### src/rtl/core/romf_pkg.sv
`default_nettype none
// ----------------------------------------------------------------------------
// romf_pkg: shared types and constants of the range outlier mean filter
// Field widths, register indexes, limits, item classes and back-end states.
// ----------------------------------------------------------------------------
package romf_pkg;

   localparam int ORIENT_W   = 8;
   localparam int DIST_W     = 16;
   localparam int TYPE_W     = 8;
   localparam int ERR_W      = 32;
   localparam int WIN_W      = 8;
   localparam int GAIN_W     = 16;
   localparam int FRAC_W     = 16;
   localparam int MEAN_INT_W = 10;
   localparam int MEAN_W     = MEAN_INT_W + FRAC_W;

   localparam int CSR_IDX_W  = 2;
   localparam int CSR_DATA_W = 16;

   localparam logic [CSR_IDX_W-1:0] CSR_IDX_ORIENT = 2'd0;
   localparam logic [CSR_IDX_W-1:0] CSR_IDX_WINDOW = 2'd1;
   localparam logic [CSR_IDX_W-1:0] CSR_IDX_GAIN   = 2'd2;

   localparam logic [ORIENT_W-1:0] ORIENT_RESET = 8'd25;
   localparam logic [WIN_W-1:0]    WINDOW_RESET = 8'd0;
   localparam logic [GAIN_W-1:0]   GAIN_RESET   = 16'd6554;

   localparam logic [DIST_W-1:0] DIST_MIN = 16'd5;
   localparam logic [DIST_W-1:0] DIST_MAX = 16'd600;
   localparam int DEV_SCALE = 200;
   localparam int GAIN_DIV  = 10;

   // gain divider: quotient bits 17 down to 0, saturated at 1.0 (Q1.16)
   localparam int DIV_STEPS = 18;
   localparam int CNT_W     = 5;
   localparam logic [GAIN_W:0] Q16_ONE = 17'h10000;

   localparam int QUEUE_DEPTH = 2;
   localparam int QPTR_W      = 1;
   localparam int QCNT_W      = 2;

   typedef enum logic [1:0] {
      CLS_SKIP,
      CLS_RANGE,
      CLS_PASS,
      CLS_FILTER
   } cls_type;

   typedef enum logic [2:0] {
      BK_IDLE,
      BK_PREP,
      BK_MUL,
      BK_CMP,
      BK_DIV,
      BK_GAIN,
      BK_UPD,
      BK_FIN
   } back_state_type;

   typedef struct packed {
      logic [ORIENT_W-1:0] orient;
      logic [WIN_W-1:0]    window;
      logic [GAIN_W-1:0]   gain;
   } cfg_type;

   typedef struct packed {
      cls_type             cls;
      logic [DIST_W-1:0]   range_cm;
      logic [TYPE_W-1:0]   stype;
   } entry_type;

   typedef struct packed {
      logic                  matched;
      logic                  passed;
      logic [DIST_W-1:0]     latest_cm;
      logic [DIST_W-1:0]     filtered_cm;
      logic [TYPE_W-1:0]     type_out;
      logic [ERR_W-1:0]      errors;
      logic [MEAN_INT_W-1:0] mean_cm;
   } result_type;

endpackage
`default_nettype wire

### src/rtl/core/romf_if.sv
`default_nettype none
// ----------------------------------------------------------------------------
// romf_if: channel interfaces of the range outlier mean filter
// Request, response and register-write channels with valid/ready handshake.
// ----------------------------------------------------------------------------
interface romf_req_if;
   logic                          valid;
   logic                          ready;
   logic [romf_pkg::ORIENT_W-1:0] orientation;
   logic [romf_pkg::DIST_W-1:0]   range_cm;
   logic [romf_pkg::TYPE_W-1:0]   sensor_code;

   modport source (output valid, orientation, range_cm, sensor_code, input ready);
   modport sink   (input valid, orientation, range_cm, sensor_code, output ready);
endinterface

interface romf_rsp_if;
   logic                            valid;
   logic                            ready;
   logic                            matched;
   logic                            passed;
   logic [romf_pkg::DIST_W-1:0]     latest_cm;
   logic [romf_pkg::DIST_W-1:0]     filtered_cm;
   logic [romf_pkg::TYPE_W-1:0]     type_out;
   logic [romf_pkg::ERR_W-1:0]      errors;
   logic [romf_pkg::MEAN_INT_W-1:0] mean_cm;

   modport source (output valid, matched, passed, latest_cm, filtered_cm, type_out,
                   errors, mean_cm, input ready);
   modport sink   (input valid, matched, passed, latest_cm, filtered_cm, type_out,
                   errors, mean_cm, output ready);
endinterface

interface romf_csr_if;
   logic                            valid;
   logic                            ready;
   logic [romf_pkg::CSR_IDX_W-1:0]  index;
   logic [romf_pkg::CSR_DATA_W-1:0] wdata;

   modport source (output valid, index, wdata, input ready);
   modport sink   (input valid, index, wdata, output ready);
endinterface
`default_nettype wire

### src/rtl/core/romf_front.sv
`default_nettype none
// ----------------------------------------------------------------------------
// romf_front: request intake and classification
// Sorts each request into skip, out-of-range, direct pass or filter work.
// ----------------------------------------------------------------------------
module romf_front (
   input  romf_pkg::cfg_type   cfg,
   romf_req_if.sink            req_chan,
   input  logic                q_full,
   output logic                push,
   output romf_pkg::entry_type entry
);

   assign req_chan.ready = !q_full;
   assign push           = req_chan.valid && !q_full;

   always_comb begin
      entry.range_cm = req_chan.range_cm;
      entry.stype    = req_chan.sensor_code;
      if (req_chan.orientation != cfg.orient) begin
         entry.cls = romf_pkg::CLS_SKIP;
      end else if ((req_chan.range_cm < romf_pkg::DIST_MIN) ||
                   (req_chan.range_cm > romf_pkg::DIST_MAX)) begin
         entry.cls = romf_pkg::CLS_RANGE;
      end else if (cfg.window == '0) begin
         entry.cls = romf_pkg::CLS_PASS;
      end else begin
         entry.cls = romf_pkg::CLS_FILTER;
      end
   end

endmodule
`default_nettype wire

### src/rtl/core/romf_queue.sv
`default_nettype none
// ----------------------------------------------------------------------------
// romf_queue: short queue between front and back
// Two-entry FIFO of classified requests.
// ----------------------------------------------------------------------------
module romf_queue (
   input  logic                clock,
   input  logic                reset,
   input  logic                push,
   input  romf_pkg::entry_type wr_entry,
   output logic                full,
   input  logic                pop,
   output romf_pkg::entry_type head,
   output logic                empty
);

   romf_pkg::entry_type              slot_ff [romf_pkg::QUEUE_DEPTH];
   logic [romf_pkg::QPTR_W-1:0]      wr_ptr_ff, wr_ptr_in;
   logic [romf_pkg::QPTR_W-1:0]      rd_ptr_ff, rd_ptr_in;
   logic [romf_pkg::QCNT_W-1:0]      count_ff, count_in;

   assign full  = (count_ff == romf_pkg::QCNT_W'(romf_pkg::QUEUE_DEPTH));
   assign empty = (count_ff == '0);
   assign head  = slot_ff[rd_ptr_ff];

   always_comb begin
      wr_ptr_in = push ? wr_ptr_ff + 1'b1 : wr_ptr_ff;
      rd_ptr_in = pop  ? rd_ptr_ff + 1'b1 : rd_ptr_ff;
      count_in  = count_ff;
      if (push && !pop) begin
         count_in = count_ff + 1'b1;
      end else if (pop && !push) begin
         count_in = count_ff - 1'b1;
      end
   end

   always_ff @(posedge clock) begin
      if (reset) begin
         wr_ptr_ff <= '0;
         rd_ptr_ff <= '0;
         count_ff  <= '0;
      end else begin
         wr_ptr_ff <= wr_ptr_in;
         rd_ptr_ff <= rd_ptr_in;
         count_ff  <= count_in;
      end
   end

   always_ff @(posedge clock) begin
      if (push) begin
         slot_ff[wr_ptr_ff] <= wr_entry;
      end
   end

endmodule
`default_nettype wire

### src/rtl/core/romf_back.sv
`default_nettype none
// ----------------------------------------------------------------------------
// romf_back: filter sequencer and result register
// Runs deviation test, serial gain divide and mean update, then posts result.
// ----------------------------------------------------------------------------
module romf_back (
   input  logic                 clock,
   input  logic                 reset,
   input  romf_pkg::cfg_type    cfg,
   input  logic                 q_empty,
   input  romf_pkg::entry_type  head,
   output logic                 pop,
   input  logic                 rsp_ready,
   output logic                 rsp_valid,
   output romf_pkg::result_type rsp_data
);

   localparam int MW   = romf_pkg::MEAN_W;
   localparam int SW   = MW + 1;
   localparam int LW   = MW + 8;
   localparam int RW   = SW + romf_pkg::WIN_W;
   localparam int NW   = SW + romf_pkg::GAIN_W;
   localparam int DW   = MW + 4;
   localparam int SHW  = DW + romf_pkg::DIV_STEPS - 1;
   localparam int KW   = romf_pkg::GAIN_W + 1;
   localparam int QW   = romf_pkg::DIV_STEPS;
   localparam int PW   = SW + QW;

   romf_pkg::back_state_type state_ff, state_in;

   // architectural state
   logic [MW-1:0]                  mean_ff, mean_in;
   logic [romf_pkg::DIST_W-1:0]    last_dist_ff, last_dist_in;
   logic [romf_pkg::DIST_W-1:0]    acc_dist_ff, acc_dist_in;
   logic [romf_pkg::TYPE_W-1:0]    last_type_ff, last_type_in;
   logic [romf_pkg::ERR_W-1:0]     errors_ff, errors_in;

   // working registers
   romf_pkg::entry_type            item_ff, item_in;
   logic [MW-1:0]                  diff_ff, diff_in;
   logic [SW-1:0]                  sum_ff, sum_in;
   logic                           xgt_ff, xgt_in;
   logic [LW-1:0]                  dev_lhs_ff, dev_lhs_in;
   logic [RW-1:0]                  dev_rhs_ff, dev_rhs_in;
   logic [NW-1:0]                  num_ff, num_in;
   logic [DW-1:0]                  den_ff, den_in;
   logic                           reject_ff, reject_in;
   logic [NW-1:0]                  rem_ff, rem_in;
   logic [SHW-1:0]                 dsh_ff, dsh_in;
   logic [QW-1:0]                  q_ff, q_in;
   logic [romf_pkg::CNT_W-1:0]     cnt_ff, cnt_in;
   logic [KW-1:0]                  k_ff, k_in;
   logic signed [PW-1:0]           prod_ff, prod_in;

   logic                           rsp_valid_ff, rsp_valid_in;
   romf_pkg::result_type           rsp_data_ff, rsp_data_in;

   logic                           out_free;
   logic                           commit;
   logic [MW-1:0]                  x_w;
   logic                           seed_w;
   logic                           ovf_w;
   logic                           ge_w;
   logic signed [SW-1:0]           delta_w;
   logic signed [MW+2:0]           mean_step_w;
   logic                           passed_w;
   logic                           to_mul_w;

   assign out_free = !rsp_valid_ff || rsp_ready;
   assign x_w      = {item_ff.range_cm[romf_pkg::MEAN_INT_W-1:0], romf_pkg::FRAC_W'(0)};
   assign seed_w   = (mean_ff == '0);
   assign to_mul_w = (item_ff.cls == romf_pkg::CLS_FILTER) && !seed_w;
   assign ovf_w    = {5'b0, num_ff} >= {den_ff, romf_pkg::DIV_STEPS'(0)};
   assign ge_w     = {(SHW-NW)'(0), rem_ff} >= dsh_ff;
   assign delta_w  = xgt_ff ? signed'({1'b0, diff_ff}) : -signed'({1'b0, diff_ff});
   assign mean_step_w = signed'({3'b0, mean_ff}) + signed'(prod_ff[PW-1:romf_pkg::FRAC_W]);

   // next state
   always_comb begin
      state_in = state_ff;
      case (state_ff)
         romf_pkg::BK_IDLE: begin
            if (!q_empty) begin
               state_in = romf_pkg::BK_PREP;
            end
         end
         romf_pkg::BK_PREP: begin
            state_in = to_mul_w ? romf_pkg::BK_MUL : romf_pkg::BK_FIN;
         end
         romf_pkg::BK_MUL: state_in = romf_pkg::BK_CMP;
         romf_pkg::BK_CMP: begin
            if (dev_lhs_ff > LW'(0) && ({1'b0, dev_lhs_ff} > dev_rhs_ff) && !ovf_w) begin
               state_in = romf_pkg::BK_DIV;
            end else begin
               state_in = romf_pkg::BK_UPD;
            end
         end
         romf_pkg::BK_DIV: begin
            if (cnt_ff == '0) begin
               state_in = romf_pkg::BK_GAIN;
            end
         end
         romf_pkg::BK_GAIN: state_in = romf_pkg::BK_UPD;
         romf_pkg::BK_UPD:  state_in = romf_pkg::BK_FIN;
         romf_pkg::BK_FIN: begin
            if (out_free) begin
               state_in = romf_pkg::BK_IDLE;
            end
         end
         default: state_in = romf_pkg::BK_IDLE;
      endcase
   end

   // sequencer outputs
   always_comb begin
      pop    = 1'b0;
      commit = 1'b0;
      case (state_ff)
         romf_pkg::BK_IDLE: pop    = !q_empty;
         romf_pkg::BK_FIN:  commit = out_free;
         default: begin
            pop    = 1'b0;
            commit = 1'b0;
         end
      endcase
   end

   // datapath
   always_comb begin
      item_in    = pop ? head : item_ff;
      diff_in    = diff_ff;
      sum_in     = sum_ff;
      xgt_in     = xgt_ff;
      dev_lhs_in = dev_lhs_ff;
      dev_rhs_in = dev_rhs_ff;
      num_in     = num_ff;
      den_in     = den_ff;
      reject_in  = reject_ff;
      rem_in     = rem_ff;
      dsh_in     = dsh_ff;
      q_in       = q_ff;
      cnt_in     = cnt_ff;
      k_in       = k_ff;
      prod_in    = prod_ff;

      case (state_ff)
         romf_pkg::BK_PREP: begin
            xgt_in  = x_w > mean_ff;
            diff_in = (x_w > mean_ff) ? x_w - mean_ff : mean_ff - x_w;
            sum_in  = SW'(mean_ff) + SW'(x_w);
         end
         romf_pkg::BK_MUL: begin
            dev_lhs_in = LW'(diff_ff) * LW'(romf_pkg::DEV_SCALE);
            dev_rhs_in = RW'(cfg.window) * RW'(sum_ff);
            num_in     = NW'(cfg.gain) * NW'(sum_ff);
            den_in     = DW'(diff_ff) * DW'(romf_pkg::GAIN_DIV);
         end
         romf_pkg::BK_CMP: begin
            reject_in = {1'b0, dev_lhs_ff} > dev_rhs_ff;
            rem_in    = num_ff;
            dsh_in    = {den_ff, (romf_pkg::DIV_STEPS-1)'(0)};
            q_in      = '0;
            cnt_in    = romf_pkg::CNT_W'(romf_pkg::DIV_STEPS - 1);
            if (!({1'b0, dev_lhs_ff} > dev_rhs_ff)) begin
               k_in = KW'(cfg.gain);
            end else if (ovf_w) begin
               k_in = romf_pkg::Q16_ONE;
            end
         end
         romf_pkg::BK_DIV: begin
            if (ge_w) begin
               rem_in = rem_ff - dsh_ff[NW-1:0];
            end
            q_in   = {q_ff[QW-2:0], ge_w};
            dsh_in = dsh_ff >> 1;
            cnt_in = cnt_ff - 1'b1;
         end
         romf_pkg::BK_GAIN: begin
            k_in = (q_ff > QW'(romf_pkg::Q16_ONE)) ? romf_pkg::Q16_ONE : q_ff[KW-1:0];
         end
         romf_pkg::BK_UPD: begin
            prod_in = PW'(delta_w) * PW'(signed'({1'b0, k_ff}));
         end
         default: begin
            item_in = pop ? head : item_ff;
         end
      endcase
   end

   // commit of one item into state and the result register
   always_comb begin
      mean_in      = mean_ff;
      last_dist_in = last_dist_ff;
      acc_dist_in  = acc_dist_ff;
      last_type_in = last_type_ff;
      errors_in    = errors_ff;
      passed_w     = 1'b0;

      case (item_ff.cls)
         romf_pkg::CLS_PASS: passed_w = 1'b1;
         romf_pkg::CLS_FILTER: passed_w = seed_w || !reject_ff;
         default: passed_w = 1'b0;
      endcase

      if (commit && (item_ff.cls != romf_pkg::CLS_SKIP)) begin
         last_dist_in = item_ff.range_cm;
         last_type_in = item_ff.stype;
         if (passed_w) begin
            acc_dist_in = item_ff.range_cm;
         end
         if (item_ff.cls == romf_pkg::CLS_FILTER) begin
            if (seed_w) begin
               mean_in = x_w;
            end else begin
               mean_in = mean_step_w[MW-1:0];
               if (reject_ff && (errors_ff != '1)) begin
                  errors_in = errors_ff + 1'b1;
               end
            end
         end
      end

      rsp_data_in = rsp_data_ff;
      if (commit) begin
         rsp_data_in.matched     = (item_ff.cls != romf_pkg::CLS_SKIP);
         rsp_data_in.passed      = passed_w;
         rsp_data_in.latest_cm   = last_dist_in;
         rsp_data_in.filtered_cm = acc_dist_in;
         rsp_data_in.type_out    = last_type_in;
         rsp_data_in.errors      = errors_in;
         rsp_data_in.mean_cm     = mean_in[MW-1:romf_pkg::FRAC_W];
      end

      if (commit) begin
         rsp_valid_in = 1'b1;
      end else if (rsp_ready) begin
         rsp_valid_in = 1'b0;
      end else begin
         rsp_valid_in = rsp_valid_ff;
      end
   end

   always_ff @(posedge clock) begin
      if (reset) begin
         state_ff     <= romf_pkg::BK_IDLE;
         rsp_valid_ff <= 1'b0;
         mean_ff      <= '0;
         last_dist_ff <= '0;
         acc_dist_ff  <= '0;
         last_type_ff <= '0;
         errors_ff    <= '0;
      end else begin
         state_ff     <= state_in;
         rsp_valid_ff <= rsp_valid_in;
         mean_ff      <= mean_in;
         last_dist_ff <= last_dist_in;
         acc_dist_ff  <= acc_dist_in;
         last_type_ff <= last_type_in;
         errors_ff    <= errors_in;
      end
   end

   always_ff @(posedge clock) begin
      item_ff     <= item_in;
      diff_ff     <= diff_in;
      sum_ff      <= sum_in;
      xgt_ff      <= xgt_in;
      dev_lhs_ff  <= dev_lhs_in;
      dev_rhs_ff  <= dev_rhs_in;
      num_ff      <= num_in;
      den_ff      <= den_in;
      reject_ff   <= reject_in;
      rem_ff      <= rem_in;
      dsh_ff      <= dsh_in;
      q_ff        <= q_in;
      cnt_ff      <= cnt_in;
      k_ff        <= k_in;
      prod_ff     <= prod_in;
      rsp_data_ff <= rsp_data_in;
   end

   assign rsp_valid = rsp_valid_ff;
   assign rsp_data  = rsp_data_ff;

endmodule
`default_nettype wire

### src/rtl/core/range_outlier_mean_filter.sv
`default_nettype none
// ----------------------------------------------------------------------------
// range_outlier_mean_filter: outlier-rejecting moving-average distance filter
// Latches matching distance reports, rejects implausible ones against a
// running mean and reports one result per request.
// ----------------------------------------------------------------------------
// Every request yields exactly one response, in order. A two-entry queue sits
// between the intake and the filter sequencer, and the response sits in an
// output register, so a new request is taken while a finished response still
// waits. Requests that do not match the orientation, fall outside 5..600 cm,
// arrive with the window at zero or seed the mean go from the prepare step
// straight to finish. Filtered ones add multiply, compare and update, and
// rejected ones with unsaturated gain also run the 18-step restoring divider
// for the adaptive gain k*(mean+x)/(10*|mean-x|), which sets the worst
// case. Registers are written over the csr channel (index 0 orientation,
// 1 window percent, 2 mean gain; other indexes are ignored) and should only
// change while no request is in flight.
module range_outlier_mean_filter (
   input  logic      clock,
   input  logic      reset,
   romf_req_if.sink  req_chan,
   romf_rsp_if.source rsp_chan,
   romf_csr_if.sink  csr_chan
);

   romf_pkg::cfg_type    cfg_ff, cfg_in;
   romf_pkg::entry_type  front_entry;
   romf_pkg::entry_type  q_head;
   romf_pkg::result_type rsp_data;
   logic                 push;
   logic                 pop;
   logic                 q_full;
   logic                 q_empty;
   logic                 rsp_valid;

   // register file: always ready, decode the index and drop unknown ones
   assign csr_chan.ready = 1'b1;

   always_comb begin
      cfg_in = cfg_ff;
      if (csr_chan.valid) begin
         case (csr_chan.index)
            romf_pkg::CSR_IDX_ORIENT: cfg_in.orient = csr_chan.wdata[romf_pkg::ORIENT_W-1:0];
            romf_pkg::CSR_IDX_WINDOW: cfg_in.window = csr_chan.wdata[romf_pkg::WIN_W-1:0];
            romf_pkg::CSR_IDX_GAIN:   cfg_in.gain   = csr_chan.wdata[romf_pkg::GAIN_W-1:0];
            default:                  cfg_in        = cfg_ff;
         endcase
      end
   end

   always_ff @(posedge clock) begin
      if (reset) begin
         cfg_ff.orient <= romf_pkg::ORIENT_RESET;
         cfg_ff.window <= romf_pkg::WINDOW_RESET;
         cfg_ff.gain   <= romf_pkg::GAIN_RESET;
      end else begin
         cfg_ff <= cfg_in;
      end
   end

   // classify at intake
   romf_front u_front (
      .cfg      (cfg_ff),
      .req_chan (req_chan),
      .q_full   (q_full),
      .push     (push),
      .entry    (front_entry)
   );

   // hold classified requests until the sequencer is free
   romf_queue u_queue (
      .clock    (clock),
      .reset    (reset),
      .push     (push),
      .wr_entry (front_entry),
      .full     (q_full),
      .pop      (pop),
      .head     (q_head),
      .empty    (q_empty)
   );

   // run the filter and post the response
   romf_back u_back (
      .clock     (clock),
      .reset     (reset),
      .cfg       (cfg_ff),
      .q_empty   (q_empty),
      .head      (q_head),
      .pop       (pop),
      .rsp_ready (rsp_chan.ready),
      .rsp_valid (rsp_valid),
      .rsp_data  (rsp_data)
   );

   assign rsp_chan.valid       = rsp_valid;
   assign rsp_chan.matched     = rsp_data.matched;
   assign rsp_chan.passed      = rsp_data.passed;
   assign rsp_chan.latest_cm   = rsp_data.latest_cm;
   assign rsp_chan.filtered_cm = rsp_data.filtered_cm;
   assign rsp_chan.type_out    = rsp_data.type_out;
   assign rsp_chan.errors      = rsp_data.errors;
   assign rsp_chan.mean_cm     = rsp_data.mean_cm;

endmodule
`default_nettype wire

### src/flat_wrapper.sv
// flat-port wrapper written by rule: the top's interface ports become plain ports
module range_outlier_mean_filter_flat 
  (clock, reset, req_chan_valid, req_chan_orientation, req_chan_range_cm, req_chan_sensor_code, req_chan_ready, rsp_chan_valid, rsp_chan_matched, rsp_chan_passed, rsp_chan_latest_cm, rsp_chan_filtered_cm, rsp_chan_type_out, rsp_chan_errors, rsp_chan_mean_cm, rsp_chan_ready, csr_chan_valid, csr_chan_index, csr_chan_wdata, csr_chan_ready);
  romf_req_if req_chan_i ();
  romf_rsp_if rsp_chan_i ();
  romf_csr_if csr_chan_i ();
  input  logic clock;
  input  logic reset;
  input wire logic [$bits(req_chan_i.valid)-1:0] req_chan_valid;
  input wire logic [$bits(req_chan_i.orientation)-1:0] req_chan_orientation;
  input wire logic [$bits(req_chan_i.range_cm)-1:0] req_chan_range_cm;
  input wire logic [$bits(req_chan_i.sensor_code)-1:0] req_chan_sensor_code;
  output wire logic [$bits(req_chan_i.ready)-1:0] req_chan_ready;
  output wire logic [$bits(rsp_chan_i.valid)-1:0] rsp_chan_valid;
  output wire logic [$bits(rsp_chan_i.matched)-1:0] rsp_chan_matched;
  output wire logic [$bits(rsp_chan_i.passed)-1:0] rsp_chan_passed;
  output wire logic [$bits(rsp_chan_i.latest_cm)-1:0] rsp_chan_latest_cm;
  output wire logic [$bits(rsp_chan_i.filtered_cm)-1:0] rsp_chan_filtered_cm;
  output wire logic [$bits(rsp_chan_i.type_out)-1:0] rsp_chan_type_out;
  output wire logic [$bits(rsp_chan_i.errors)-1:0] rsp_chan_errors;
  output wire logic [$bits(rsp_chan_i.mean_cm)-1:0] rsp_chan_mean_cm;
  input wire logic [$bits(rsp_chan_i.ready)-1:0] rsp_chan_ready;
  input wire logic [$bits(csr_chan_i.valid)-1:0] csr_chan_valid;
  input wire logic [$bits(csr_chan_i.index)-1:0] csr_chan_index;
  input wire logic [$bits(csr_chan_i.wdata)-1:0] csr_chan_wdata;
  output wire logic [$bits(csr_chan_i.ready)-1:0] csr_chan_ready;
  assign req_chan_i.valid = req_chan_valid;
  assign req_chan_i.orientation = req_chan_orientation;
  assign req_chan_i.range_cm = req_chan_range_cm;
  assign req_chan_i.sensor_code = req_chan_sensor_code;
  assign req_chan_ready = req_chan_i.ready;
  assign rsp_chan_valid = rsp_chan_i.valid;
  assign rsp_chan_matched = rsp_chan_i.matched;
  assign rsp_chan_passed = rsp_chan_i.passed;
  assign rsp_chan_latest_cm = rsp_chan_i.latest_cm;
  assign rsp_chan_filtered_cm = rsp_chan_i.filtered_cm;
  assign rsp_chan_type_out = rsp_chan_i.type_out;
  assign rsp_chan_errors = rsp_chan_i.errors;
  assign rsp_chan_mean_cm = rsp_chan_i.mean_cm;
  assign rsp_chan_i.ready = rsp_chan_ready;
  assign csr_chan_i.valid = csr_chan_valid;
  assign csr_chan_i.index = csr_chan_index;
  assign csr_chan_i.wdata = csr_chan_wdata;
  assign csr_chan_ready = csr_chan_i.ready;
  range_outlier_mean_filter u_core (.clock(clock), .reset(reset), .req_chan(req_chan_i), .rsp_chan(rsp_chan_i), .csr_chan(csr_chan_i));
endmodule
### config.mk
export PLATFORM = sky130hd
export DESIGN_NAME = range_outlier_mean_filter_flat
export DESIGN_NICKNAME = d
export VERILOG_FILES = /design/src/rtl/core/romf_pkg.sv /design/src/rtl/core/romf_if.sv /design/src/rtl/core/romf_front.sv /design/src/rtl/core/romf_queue.sv /design/src/rtl/core/romf_back.sv /design/src/rtl/core/range_outlier_mean_filter.sv /design/src/flat_wrapper.sv
export SDC_FILE = /design/constraint.sdc
export NUM_CORES = 2
export LEC_CHECK = 0
export BUFFER_PORTS_ARGS = -buffer_cell sky130_fd_sc_hd__clkbuf_2
export CORE_MARGIN = 4
export CORE_UTILIZATION = 59
export DETAILED_ROUTE_END_ITERATION = 10
export GPL_TIMING_DRIVEN = 1
export PLACE_DENSITY = 0.79
export SYNTH_ARGS = -nofsm -noshare
export SYNTH_HDL_FRONTEND = slang
export SYNTH_SLANG_ARGS = --single-unit
### constraint.sdc
create_clock -name clock -period 10.4 [get_ports clock]
set_clock_uncertainty 0.05 [all_clocks]
set_input_delay 1.04 -clock clock [delete_from_list [all_inputs] [get_ports clock]]
set_output_delay 1.04 -clock clock [all_outputs]
set_load 0.01 [all_outputs]
==> results.toml <==
[setup_path]
cpMostUsedCell = "fa_1"
critPathArrivalTime_ns = 9.09
path_class = "flop to flop"
cp-start-kind = "flop"
cp_max_fo = 17
critPathMaxStageDelay_ns = 0.82
reg2reg_depth = 24
worstPathRequired_ns = 10.75
path_cells = "inv_1 > ha_1 > and4_1 > nor2_1 > xnor2_2 > nand2_1 > fa_1 > fa_1 > inv_1 > fa_1 > fa_1 > fa_1 > fa_1 > ha_1 > o211ai_1 > o31ai_1 > a22o_1 > a21o_1 > a21oi_1 > o311ai_0 > a21boi_1 > o21ai_0 > a221oi_1 > xnor2_1"
cp-end-kind = "flop"
crit_slowest_cell = "xnor2_2"

[grt]
grtUsageTotal_pct = 28.9
antenna_found_initial = 4
grt_start_max_net_pins = 82
grt_remaining_overflow = 0
grt_pass1_wl_microns = 282000
grt_pass1_vias = 53800

[clock_tree]
clock_sinks = 646
max-clock-path-buffers = 3
cts_hold_repair.buffers = 0
htree_levels = 3
clock_latency_ns = 0.65
cts_tree = "built"
clk_pin_slew_ns = 0.07
cts_root_buf = "clkbuf_16"
cts_resized = 0
post_cts_buffers = 0
cts_made_buffers = 69

[layout]
final_cell_mix = "1,304 x inv_1, 948 x fa_1, 815 x nand2_1, 579 x ha_1, 513 x and2_1"
fin_nets = 8649
diodes = 0
layout-drive-gt1-share_pct = 6.32
num-fill-cells = 9073
final_common_cell = "inv_1"
area_growth_pct = 6.93

[detailed_routing]
drtAntennaViolNets = 0
vias_per_cell = 5.78
drtPass1Iterations = 6
routedWlPerCell_microns = 20.0
wl_met2_microns = 84400
wl_met3_microns = 13000
routed_wl_microns = 173000
drtIter0Drc = 3525
wl_met1_microns = 66900
vias = 49900
top_layer = "met4"
route.detailed.drc = 0

[floorplanning]
fp.dieW_microns = 351
start_util_pct = 59.5
rows = 125
fp.coreArea_sq_um = 117000
die_h_microns = 351
ios = 142
die_area_sq_um = 123000

[placed_design]
routabilityCongestion = 0.911
place_hpwl_microns = 130000
io_buffers = 140

[synth]
yosys.area.top_type = "fa_1"
synth_top_area_share_pct = 27.4
synthesis.nets = 8618
netlist_area_sq_um = 69400
ys_types = 86
synth-edff-count = 508
synth_flop_cell = "edfxtp_1"
yosysSeqAreaShare_pct = 26.0
synth.area.top_cells = "fa_1 27%, edfxtp_1 22%, ha_1 10%, inv_1 7.1%, and2_1 4.6%"
yosys_warnings = 0
ys_seq_elements = 646
syn_inst = 7036
ys_async_sr_fraction_pct = 0
synth.avg_cell_area_sq_um = 9.86

[sta]
tns_ns = 0
post-route-period-util_pct = 84.1
worstMarginPinSlew_ns = 1.36
maxSlewHeadroom_pct = 8.92
setup_viol = 0
rsz0062_at_grt = "no"
drv_slew = 0
layout_min_cycle_time_ns = 8.75
fmax_ghz = 0.114
hold_viol = 0

[outcome]
status = "complete, no violations"

[min_path]
min_delay_path_depth = 2
hold_path.class = "flop to flop"

[job]
max-cap-violations = 0
-- cells in the mapped netlist, drive strengths merged, types with 53 or more instances --
master  instances
xnor2         212
nor2          202
ha            579
nor3           58
a21o          106
fa            948
edfxtp        508
o21ai         192
nand2         818
mux2           60
clkbuf        259
nand3          68
and2          513
dfxtp         138
xor2           89
inv          1306
a21oi         252
and3           53
nor2b         138
-- critical path: cells and delay by family, from the launching register on --
kind            cells  cell delay (ns)
fa+ha+maj           8             3.50
compound gates      9             2.67
buf+inv             2             0.24
simple gates        3             0.56
flops               1             0.51
xor+xnor            2             0.98
-- worst paths after layout --
kind	start	end	slack, ns
setup reg to reg	u_core.u_back.diff_ff[3]	u_core.u_back.prod_ff[41]	1.65
hold reg to reg	u_core.cfg_ff[6]	u_core.cfg_ff[6]	0.42
setup / recovery	u_core.u_back.diff_ff[3]	u_core.u_back.prod_ff[41]	1.65
hold / removal	u_core.cfg_ff[6]	u_core.cfg_ff[6]	0.42
-- per-stage QoR --
stage          cell area (sq um)  utilization [%]  cells  hold WS, ns  worst slack, ns
2_1_floorplan              69400                -   7036        0.421             2.74
3_3_place_gp               71800             61.6   8520        0.405             2.02
3_5_place_dp               71800             61.6   8520        0.409             1.76
4_1_cts                    74200             63.7   8644        0.417             1.74
5_1_grt                    74200             63.7   8644        0.440             1.22
6_report                   74200             63.7   8644        0.416             1.65
-- kinds of logic after synthesis --
group / synth area share [%]
mux: 1.25
simple gates: 14.8
buf+inv: 8.58
xor+xnor: 3.80
other cells: 0.00541
fa+ha+maj: 37.8
compound gates: 7.77
flops: 26.0
-- flip-flops by register name (all words and copies together) (netlist names), 32 cells and up --
| name | flops |
|---|---|
| u_core.u_back.rsp_data | 84 |
| u_core.u_queue.slot_ff | 52 |
| u_core.u_back.dsh_ff | 47 |
| u_core.u_back.num_ff | 43 |
| u_core.u_back.rem_ff | 43 |
| u_core.u_back.dev_rhs_ff | 35 |
| u_core.cfg_ff | 32 |
| u_core.u_back.errors_ff | 32 |
-- layout make-up --
type	count	area [sq um]	area share, %
multi-input cells	4808	45500	61.4
flip-flops and latches	646	18000	24.3
well taps	1524	1910	2.57
repair buffers	236	1420	1.92
inverters	1306	4900	6.61
clock inverters	40	551	0.742
clock buffers	84	1850	2.50
-- layer usage --
metal	vias up	GRT usage, %
met5	-	0
met4	0	12.9
met3	525	5.22
met2	1948	49.6
met1	25000	36.0
li1	22400	-
Power is left out: the tool's default activity adds up to more than one toggle a clock period on the data nets, which glitch-free logic cannot reach.
